### config.mk
export PLATFORM = sky130hd
export DESIGN_NAME = analog_pad_serial_responder_core
export DESIGN_NICKNAME = d
export VERILOG_FILES = /design/src/apsr_pkg.sv /design/src/apsr_engine.sv /design/src/analog_pad_serial_responder_core.sv
export SDC_FILE = /design/constraint.sdc
export NUM_CORES = 1
export LEC_CHECK = 0
export BUFFER_PORTS_ARGS = -buffer_cell sky130_fd_sc_hd__buf_2
export CELL_PAD_IN_SITES_DETAIL_PLACEMENT = 1
export CELL_PAD_IN_SITES_GLOBAL_PLACEMENT = 1
export CORE_AREA = 2 2 106 108
export DETAILED_ROUTE_END_ITERATION = 8
export DIE_AREA = 0 0 108 110
export GPL_TIMING_DRIVEN = 0
export PLACE_DENSITY_LB_ADDON = 0.1
export SYNTH_ARGS = -nofsm -noshare
export SYNTH_HDL_FRONTEND = slang
export SYNTH_SLANG_ARGS = --single-unit
### constraint.sdc
create_clock -name clk -period 1.7 [get_ports clk]
set_input_delay 0.17 -clock clk [delete_from_list [all_inputs] [get_ports clk]]
set_output_delay 0.17 -clock clk [all_outputs]
set_load 0.1 [all_outputs]
### src/apsr_pkg.sv
// Shared types and constants for the analog pad serial responder.
// Used by apsr_engine and analog_pad_serial_responder_core; no dependencies.
package apsr_pkg;

	// Item kinds carried on the input tuser.
	typedef enum logic [1:0] {
		FUNC_EXCHANGE = 2'd0,
		FUNC_WR_BTN   = 2'd1,
		FUNC_WR_AXIS  = 2'd2,
		FUNC_DESELECT = 2'd3
	} func_t;

	// Exchange phases of one poll packet.
	typedef enum logic [3:0] {
		PH_IDLE   = 4'd0,
		PH_READY  = 4'd1,
		PH_ID_HI  = 4'd2,
		PH_BTN_LO = 4'd3,
		PH_BTN_HI = 4'd4,
		PH_STEER  = 4'd5,
		PH_AX_I   = 4'd6,
		PH_AX_II  = 4'd7,
		PH_AX_L   = 4'd8
	} phase_t;

	localparam logic [15:0] PAD_ID       = 16'h5A23;
	localparam logic [7:0]  SEL_BYTE     = 8'h01;
	localparam logic [7:0]  CMD_READ     = 8'h42;
	localparam logic [7:0]  IDLE_BYTE    = 8'hFF;
	localparam logic [7:0]  STEER_CENTER = 8'h80;
	localparam logic [15:0] ALL_RELEASED = 16'hFFFF;

	localparam int unsigned AXIS_COUNT = 4;

	// One input item.
	typedef struct packed {
		func_t       func;
		logic [7:0]  data_in;
		logic [15:0] button_word;
		logic [1:0]  axis_index;
		logic [7:0]  axis_value;
	} item_t;

	// One result item.
	typedef struct packed {
		logic [7:0] reply;
		logic       ack;
	} result_t;

endpackage

### src/apsr_engine.sv
// Pad state (phase, button word, axis bytes) and the per-item response logic.
// Depends on apsr_pkg.
module apsr_engine (
	input  logic             clk,
	input  logic             arst_n,
	input  logic             fire,
	input  apsr_pkg::item_t  item,
	output apsr_pkg::result_t res,
	output apsr_pkg::phase_t phase
);
	import apsr_pkg::*;

	phase_t     phase_q;
	phase_t     phase_d;
	logic [15:0] mask_q;
	logic [7:0]  axis_q [AXIS_COUNT];
	result_t     res_d;

	// Response and next phase for the item currently offered.
	always_comb begin
		phase_d     = phase_q;
		res_d.reply = IDLE_BYTE;
		res_d.ack   = 1'b0;
		case (item.func)
			FUNC_EXCHANGE: begin
				res_d.ack = 1'b1;
				case (phase_q)
					PH_IDLE: begin
						if (item.data_in == SEL_BYTE) begin
							phase_d = PH_READY;
						end else begin
							res_d.ack = 1'b0;
						end
					end
					PH_READY: begin
						if (item.data_in == CMD_READ) begin
							res_d.reply = PAD_ID[7:0];
							phase_d     = PH_ID_HI;
						end else begin
							res_d.ack = 1'b0;
						end
					end
					PH_ID_HI: begin
						res_d.reply = PAD_ID[15:8];
						phase_d     = PH_BTN_LO;
					end
					PH_BTN_LO: begin
						res_d.reply = mask_q[7:0];
						phase_d     = PH_BTN_HI;
					end
					PH_BTN_HI: begin
						res_d.reply = mask_q[15:8];
						phase_d     = PH_STEER;
					end
					PH_STEER: begin
						res_d.reply = axis_q[0];
						phase_d     = PH_AX_I;
					end
					PH_AX_I: begin
						res_d.reply = axis_q[1];
						phase_d     = PH_AX_II;
					end
					PH_AX_II: begin
						res_d.reply = axis_q[2];
						phase_d     = PH_AX_L;
					end
					PH_AX_L: begin
						res_d.reply = axis_q[3];
						res_d.ack   = 1'b0;
						phase_d     = PH_IDLE;
					end
					default: begin
						res_d.ack = 1'b0;
						phase_d   = PH_IDLE;
					end
				endcase
			end
			FUNC_DESELECT: begin
				phase_d = PH_IDLE;
			end
			default: begin
				phase_d = phase_q;
			end
		endcase
	end

	// State update when the item is taken into the result register.
	always_ff @(posedge clk or negedge arst_n) begin
		if (!arst_n) begin
			phase_q   <= PH_IDLE;
			mask_q    <= ALL_RELEASED;
			axis_q[0] <= STEER_CENTER;
			axis_q[1] <= '0;
			axis_q[2] <= '0;
			axis_q[3] <= '0;
		end else if (fire) begin
			phase_q <= phase_d;
			if (item.func == FUNC_WR_BTN) begin
				mask_q <= item.button_word;
			end
			if (item.func == FUNC_WR_AXIS) begin
				axis_q[item.axis_index] <= item.axis_value;
			end
		end
	end

	assign res   = res_d;
	assign phase = phase_q;

endmodule

### src/analog_pad_serial_responder_core.sv
// Top level of the analog pad serial responder: input register, response engine,
// result register. Depends on apsr_pkg and apsr_engine.
//
// Each input item yields exactly one result item. An item is held in the input
// register and is answered into the result register once that register is open,
// so one item can be taken every cycle while m_axis_tready does not stall the
// result register. The single response step (phase decode and a byte select)
// lies between the two registers. Exchange items answer the console byte by byte
// (0xFF to the select byte, then 0x23, 0x5A, the button word low and high, and the
// four axis bytes); write and deselect items return 0xFF without acknowledge.
module analog_pad_serial_responder_core (
	input  logic        clk,
	input  logic        arst_n,
	input  logic        s_axis_tvalid,
	output logic        s_axis_tready,
	// [7:0] data_in, [23:8] button_word, [25:24] axis_index, [33:26] axis_value
	input  logic [39:0] s_axis_tdata,
	// [1:0] func
	input  logic [1:0]  s_axis_tuser,
	output logic        m_axis_tvalid,
	input  logic        m_axis_tready,
	// [7:0] reply
	output logic [7:0]  m_axis_tdata,
	// [0] ack
	output logic [0:0]  m_axis_tuser
);
	import apsr_pkg::*;

	logic    valid_s1;
	item_t   item_s1;
	logic    out_valid_q;
	result_t out_q;
	result_t res;
	phase_t  phase;
	logic    out_open;
	logic    fire_s1;

	// The result register can take an item when empty or being drained.
	assign out_open      = !out_valid_q || m_axis_tready;
	assign fire_s1       = valid_s1 && out_open;
	assign s_axis_tready = !valid_s1 || out_open;

	// Input register.
	always_ff @(posedge clk or negedge arst_n) begin
		if (!arst_n) begin
			valid_s1 <= 1'b0;
		end else if (s_axis_tready) begin
			valid_s1 <= s_axis_tvalid;
		end
	end

	always_ff @(posedge clk) begin
		if (s_axis_tready && s_axis_tvalid) begin
			item_s1.func        <= func_t'(s_axis_tuser);
			item_s1.data_in     <= s_axis_tdata[7:0];
			item_s1.button_word <= s_axis_tdata[23:8];
			item_s1.axis_index  <= s_axis_tdata[25:24];
			item_s1.axis_value  <= s_axis_tdata[33:26];
		end
	end

	apsr_engine u_engine (
		.clk    (clk),
		.arst_n (arst_n),
		.fire   (fire_s1),
		.item   (item_s1),
		.res    (res),
		.phase  (phase)
	);

	// Result register.
	always_ff @(posedge clk or negedge arst_n) begin
		if (!arst_n) begin
			out_valid_q <= 1'b0;
		end else if (out_open) begin
			out_valid_q <= valid_s1;
		end
	end

	always_ff @(posedge clk) begin
		if (fire_s1) begin
			out_q <= res;
		end
	end

	assign m_axis_tvalid   = out_valid_q;
	assign m_axis_tdata    = out_q.reply;
	assign m_axis_tuser[0] = out_q.ack;

	// Write and deselect items never acknowledge and always answer the idle byte.
	a_noexch_idle: assert property (@(posedge clk) disable iff (!arst_n)
		fire_s1 && item_s1.func != FUNC_EXCHANGE |=>
		m_axis_tvalid && !m_axis_tuser[0] && m_axis_tdata == IDLE_BYTE)
		else $error("non-exchange item produced an answer");

	// A deselect item always leaves the pad in the idle phase.
	a_deselect_idle: assert property (@(posedge clk) disable iff (!arst_n)
		fire_s1 && item_s1.func == FUNC_DESELECT |=> phase == PH_IDLE)
		else $error("deselect did not return to idle");

	// An empty input register never refuses an item.
	a_ready_empty: assert property (@(posedge clk) disable iff (!arst_n)
		!valid_s1 |-> s_axis_tready)
		else $error("input refused while input register empty");

endmodule
==> results of run 1 <==
## area by class of cell
| cell class | count | area, um^2 |
|---|---|---|
| plain buffers | 12 | 119 |
| clock buffers | 10 | 128 |
| clock inverters | 6 | 63.8 |
| fillers | 1072 | 5060 |
| inverters | 5 | 18.8 |
| multi-input cells | 174 | 1580 |
| flip-flops and latches | 99 | 2730 |
| well taps | 140 | 175 |
| repair buffers | 110 | 828 |
## cells in the mapped netlist, drive strengths merged, types with 2 or more instances
cell type,instances
a21oi,5
a22o,4
a22oi,3
a31oi,3
and3,4
buf,5
clkbuf,8
dfrtp,37
dfstp,17
edfxtp,45
ha,4
inv,5
mux2,52
mux2i,4
nand2,14
nand2b,6
nand3,10
nand3b,5
nand4b,2
nor2,8
nor2b,6
nor3,4
nor4b,3
o211ai,2
o21ai,14
o31ai,2
or4,3
## worst max-delay path, delay by kind of cell, from the launching register on
family / cells / cell delay, ns
AND/OR/NAND/NOR: 2 / 0.88
flip-flops: 1 / 0.44
adder cells (fa/ha/maj): 1 / 0.20
buffers and inverters: 1 / 0.11
AO/OA/AOI/OAI: 1 / 0.08
## where the power goes
part | leakage [nW] | internal (W) | total, W | switching [W]
registers | 1.05 | 0.00306 | 0.00336 | 0.000297
logic | 1.12 | 0.00102 | 0.00225 | 0.00124
clock network | 0.0943 | 0.000681 | 0.00152 | 0.000834
## per-stage QoR
step / worst slack [ns] / cells / utilization [%] / hold WS, ns / TNS, ns
detailed placement: -0.608 / 481 / 43.9 / 0.348 / -8.96
CTS: -0.107 / 550 / 51.5 / 0.0790 / -0.847
finish: -0.0919 / 556 / 52.7 / 0.124 / -0.489
floorplan: -0.0856 / 291 / - / -0.126 / -2.19
global placement: -0.592 / 481 / 43.9 / 0.347 / -8.24
global route: -0.153 / 556 / 52.7 / 0.122 / -2.82
## metal layers
metal  track usage (%)  wire length (um)  vias up
met1              25.1              4760     1463
met3              4.29               293       12
met2              32.2              5190       46
met5                 0                 0        -
met4              7.33               148        0
li1                  -                 -     1335
## logic make-up (layout without fill, tap and decap cells)
logic type	count (synthesis)	in the layout	share of synthesized area, %
flip-flops	99	99	65.1
AND/OR/NAND/NOR	71	71	9.93
multiplexers	56	56	14.9
AO/OA/AOI/OAI	43	43	7.14
buffers and inverters	18	143	1.70
adder cells (fa/ha/maj)	4	4	1.20
## path summary, 6_finish.rpt
| kind | startpoint | endpoint | slack [ns] | cells after the start |
|---|---|---|---|---|
| worst max-delay path | item_s1[35] | u_engine.phase[3] | -0.09 | 5 |
| worst min-delay path | m_axis_tready | valid_s1 | 0.12 | 4 |
| worst max register to register | item_s1[35] | u_engine.phase[3] | -0.09 | 5 |
| worst min register to register | item_s1[15] | u_engine.mask_q[5] | 0.46 | 1 |
| max in group asynchronous | arst_n | u_engine.phase[2] | 0.78 | 2 |
| min in group asynchronous | arst_n | valid_s1 | 0.36 | 2 |
## repair_timing
action / 4_1_cts / 5_1_grt
resized for setup: 36 / 31
pin swaps: 6 / 11
hold buffers: 37 / 1
endpoints found under the hold margin: 37 / 37
endpoints found under the setup margin: 54 / 44
buffers inserted: 17 / 5
## sequential cells by signal, summed over array words and instances, names as in the netlist
name             count
item_s1             36
valid_s1             1
u_engine.mask_q     16
m_axis_tuser         1
m_axis_tvalid        1
u_engine.axis_q     32
u_engine.phase       4
m_axis_tdata         8
==> metrics, run 1 <==
CTS tree=done; violations in the final reports=setup timing; Min-Delay Path Class=primary input to flip-flop; Final Instance Area=roughly 5600 um^2; final-report setup violation count=23; critical setup path kind=flip-flop to flip-flop; ranking of synthesized cells by area=edfxtp_1 (32%), dfrtp_1 (22%), dfstp_2 (11%); detailed placement HPWL=6670 um; clock latency of the later-clocked register in the worst-skew pair=~0.39 ns; mapped cell area=4190 um^2; total via count in the routed design=around 2900; final hold violation count=0; effective utilization at floorplan=approximately two fifths; post-synthesis async set-or-reset flop share=54.5%; clock sink count=99; area added between synthesis and finish=34.8%; maximum number of pins on one net before global-route repair=55; worst setup slack after layout=-0.0919 ns; H-tree lvl count=3; mean routed wirelength per cell=roughly 19 um; top flip-flop cell by instance count after synthesis=edfxtp_1; number of violations reported at the end of detailed-routing iteration 0=around 120; most frequent cells in the layout=buf_2 (48), edfxtp_1 (45), dlygate4sd3_1 (38), dfrtp_1 (35), mux2_1 (26); setup repair after global routing missed its margin=true; initial antenna violation count=0; first-pass GRT wire length=between 15000 and 20000 um; top-area cell type share of the netlist area=32.3%; buffer type at the clock tree root=clkbuf_8; die area=11900 um^2; Cell Chain, Critical Path=inv_2 > ha_4 > or3_4 > or4_4 > o21ai_1; total global routing overflow=0; number of CTS-inserted buffers=9; arrival time at the worst endpoint=around 2.1 ns; slew at the pin with the worst max-slew slack=between 0.7 and 0.8 ns; worst supply voltage drop on vdd=0.783 mV; Reg clk slew, reported paths=0.09 ns; row count=38; post-route clock skew=~0.017 ns; minimum period implied by the final worst setup slack=roughly 1.8 ns; I/O pins=57; CTS max path bufs=2; leakage power of the design=2.27 nW; detailed-route wire length=10400 um; final net count=about 460; nets in the synthesized netlist=341; Synth Warn #=0; most common cell after layout, fill and taps aside=buf_2; average cell area after synthesis=around 14 um^2; post-layout power=a little over 0.007 W; remaining antenna violation count=0; drt first pass iters=4; required time reported for the critical path endpoint=2.00 ns; power density of the placed cells=1260 nW/um^2; number of port buffers=50; part of the Yosys area used for sequential elements=65.1%; largest area contributor in the netlist=edfxtp_1; Synth Register Bits=99; number of inserted diodes=0; horizontal extent of the die=108 um; number of enable flip-flop cells after synthesis=45; max frequency=558 MHz; fraction of final layout cells with drive strength greater than 1=41.6%; Die Y=110 um; post-placement cell area=4690 um^2; weighted congestion at the end of routability-driven global placement=0.809; portion of the clock cycle consumed by the worst path in the final layout=105%; synthesized netlist cell count=291; critical path startpoint category=flip-flop; distinct cell type count after synthesis=48; GRT Overall Usage=19.4%; vias in the first global route=3018; result of the run=complete, but fails checks; endpoint type of the worst setup path=flip-flop; max-slew violation count=0; ratio of routed vias to standard cells=about 5.1; max capacitance violation total=0; core region area=10700 um^2; slowest CP cell=or4_4; critical path fanouts, max=2; remaining max-slew budget at the tightest pin=51.8%; max incr delay on CP=~0.51 ns; number of DRC violations after detailed routing=0
Power figures use the tool's default switching activity.
==> run 2, diff against run 1 <==
--- a/config.mk
+++ b/config.mk
@@ -12,7 +12,8 @@
 export DETAILED_ROUTE_END_ITERATION = 8
 export DIE_AREA = 0 0 108 110
 export GPL_TIMING_DRIVEN = 0
-export PLACE_DENSITY_LB_ADDON = 0.1
+export PLACE_DENSITY_LB_ADDON = 0.15
+export SKIP_LAST_GASP = 1
 export SYNTH_ARGS = -nofsm -noshare
 export SYNTH_HDL_FRONTEND = slang
 export SYNTH_SLANG_ARGS = --single-unit
==> metrics, run 2 (synthesis results as in run 1) <==
result of the run=complete, but fails checks; violations in the final reports=setup timing; ratio of routed vias to standard cells=5.10 (-0.77%); Final Instance Area=5570 um^2 (-1.2%); minimum setup slack after placement=-0.582 ns (+0.0267 ns); H-tree lvl count=3 (unchanged); post-layout power=0.00697 W (-2.2%); setup repair after global routing missed its margin=true; Setup TNS=-0.293 ns (+0.196 ns); die area=11900 um^2 (unchanged); required time reported for the critical path endpoint=2.00 ns (about the same); detailed placement HPWL=6710 um (+0.68%); critical path fanouts, max=4 (+2); row count=38 (unchanged); initial antenna violation count=0 (unchanged); Reg clk slew, reported paths=0.09 ns (about the same); post-route clock skew=0.0134 ns (-0.00399 ns); Finished Core Util=52.1% (-0.64 points); max-slew violation count=0 (unchanged); worst supply voltage drop on vdd=0.861 mV (+10%); largest registers ranked by flip-flop count=item_s1 x36, u_engine.axis_q x32, u_engine.mask_q x16; Sequential Area=2730 um^2 (about the same); CTS max path bufs=2 (unchanged); slew at the pin with the worst max-slew slack=0.704 ns (-0.0188 ns); GRT Overall Usage=19.3% (-0.15 points); remaining max-slew budget at the tightest pin=53.0% (+1.3 points); Cell Chain, Critical Path=inv_2 > ha_4 > or3_4 > or4_4 > o21ai_2; Die Y=110 um (unchanged); mean routed wirelength per cell=19.1 um (+2.3%); Top reg by flops=item_s1; worst setup slack after layout=-0.0866 ns (+0.00529 ns); max incr delay on CP=0.52 ns (about the same); first-pass GRT wire length=16700 um (+0.13%); final-report setup violation count=10 (-57%); drt first pass iters=4 (unchanged); arrival time at the worst endpoint=2.09 ns (about the same); portion of the clock cycle consumed by the worst path in the final layout=105% (-0.31 points); number of DRC violations after detailed routing=0 (unchanged); fraction of final layout cells with drive strength greater than 1=41.2% (-0.38 points); effective utilization at floorplan=39.1% (unchanged); slowest CP cell=or4_4; buffering stage count on the worst path with inverters included=1 (unchanged); final net count=460 (-0.22%); number of port buffers=50 (unchanged); max capacitance violation total=0 (unchanged); CTS tree=done; most frequent cells in the layout=buf_2 (49), edfxtp_1 (45), dlygate4sd3_1 (38), dfrtp_1 (34), mux2_1 (24); multi-input logic area=1560 um^2 (-1.3%); most common cell after layout, fill and taps aside=buf_2; detailed-route wire length=10600 um (+2.1%); filler cell count in the final layout=1088 (+1.5%); core region area=10700 um^2 (unchanged); max frequency=560 MHz (+0.30%); horizontal extent of the die=108 um (unchanged); Min-Delay Path Class=primary input to flip-flop; area added between synthesis and finish=33.1%; critical path startpoint category=flip-flop; final hold violation count=0 (unchanged); clock sink count=99 (unchanged); critical setup path kind=flip-flop to flip-flop; max FFs per register=36 (unchanged); post-placement cell area=4690 um^2 (unchanged); vias in the first global route=2999 (-0.63%); number of violations reported at the end of detailed-routing iteration 0=113 (-6.6%); weighted congestion at the end of routability-driven global placement=0.825 (+2.0%); I/O pins=57 (unchanged); power density of the placed cells=1250 nW/um^2 (-1.0%); endpoint type of the worst setup path=flip-flop; total via count in the routed design=2829 (-0.95%); total global routing overflow=0 (unchanged); clock latency of the later-clocked register in the worst-skew pair=0.38 ns (about the same); buffer type at the clock tree root=clkbuf_8; minimum period implied by the final worst setup slack=1.79 ns (-0.00529 ns); maximum number of pins on one net before global-route repair=55 (unchanged); number of inserted diodes=0 (unchanged); leakage power of the design=2.24 nW (-1.4%); number of CTS-inserted buffers=9 (unchanged); remaining antenna violation count=0 (unchanged); cell family contributing the most delay on the critical path=simple AND/OR/NAND/NOR gates
run 2: cell types whose count changed in the layout (fill, tap and decap cells not counted), moves of 2 or more:
cell,change
buf_4,+2
buf_6,-5
mux2_1,-2
mux2_2,+2
o21ai_0,+3
o21ai_1,-3
run 2: layout make-up:
| class | count | area share [%] |
|---|---|---|
| clock inverter | 6 | 0.764 |
| tap | 140 | 3.14 |
| inverter | 5 | 0.337 |
| multi-input combinational | 174 | 28.0 |
| clock buffer | 10 | 2.29 |
| timing repair buffer | 109 | 14.5 |
| buffer | 12 | 2.00 |
| sequential | 99 | 49.0 |
run 2: final timing paths:
path,startpoint,end,slack [ns],depth (start not counted)
worst max-delay path,item_s1[34],u_engine.phase[3],-0.09,5
worst min-delay path,m_axis_tready,valid_s1,0.13,4
worst max register to register,item_s1[34],u_engine.phase[3],-0.09,5
worst min register to register,item_s1[23],u_engine.mask_q[13],0.45,1
max in group asynchronous,arst_n,m_axis_tvalid,0.82,2
min in group asynchronous,arst_n,valid_s1,0.37,2
run 2: through the flow:
stage               cells  hold WS [ns]
floorplan             291        -0.126
global placement      481         0.346
detailed placement    481         0.348
CTS                   548        0.0781
global route          555         0.140
finish                555         0.128
run 2: where the power goes:
group / total (W) / internal, W / switching [W]
Clock: 0.00137 / 0.000535 / 0.000832
Sequential: 0.00336 / 0.00306 / 0.000299
Combinational: 0.00224 / 0.00100 / 0.00124
Total: 0.00697 / 0.00460 / 0.00237
run 2: tightest hold or removal path: cells and delay by family:
family / cells / cell delay [ns]
buffers and inverters: 1 / 0.11
AND/OR/NAND/NOR: 3 / 0.19
run 2: what timing repair did:
| action | in CTS | in global routing |
|---|---|---|
| hold endpoints to repair | 37 | 37 |
| endpoints found under the setup margin | 54 | 32 |
| gates resized for setup | 24 | 31 |
| hold buffers | 37 | 1 |
| pin swaps | 5 | 8 |
| setup buffers | 14 | 6 |
| cloned | 1 | 0 |
run 2: layer usage:
layer	up-vias	GRT usage (%)	wire length (um)
met5	-	0	0
met3	13	5.35	400
met1	1439	24.5	4640
met2	51	32.5	5400
met4	0	5.59	167
li1	1326	-	-
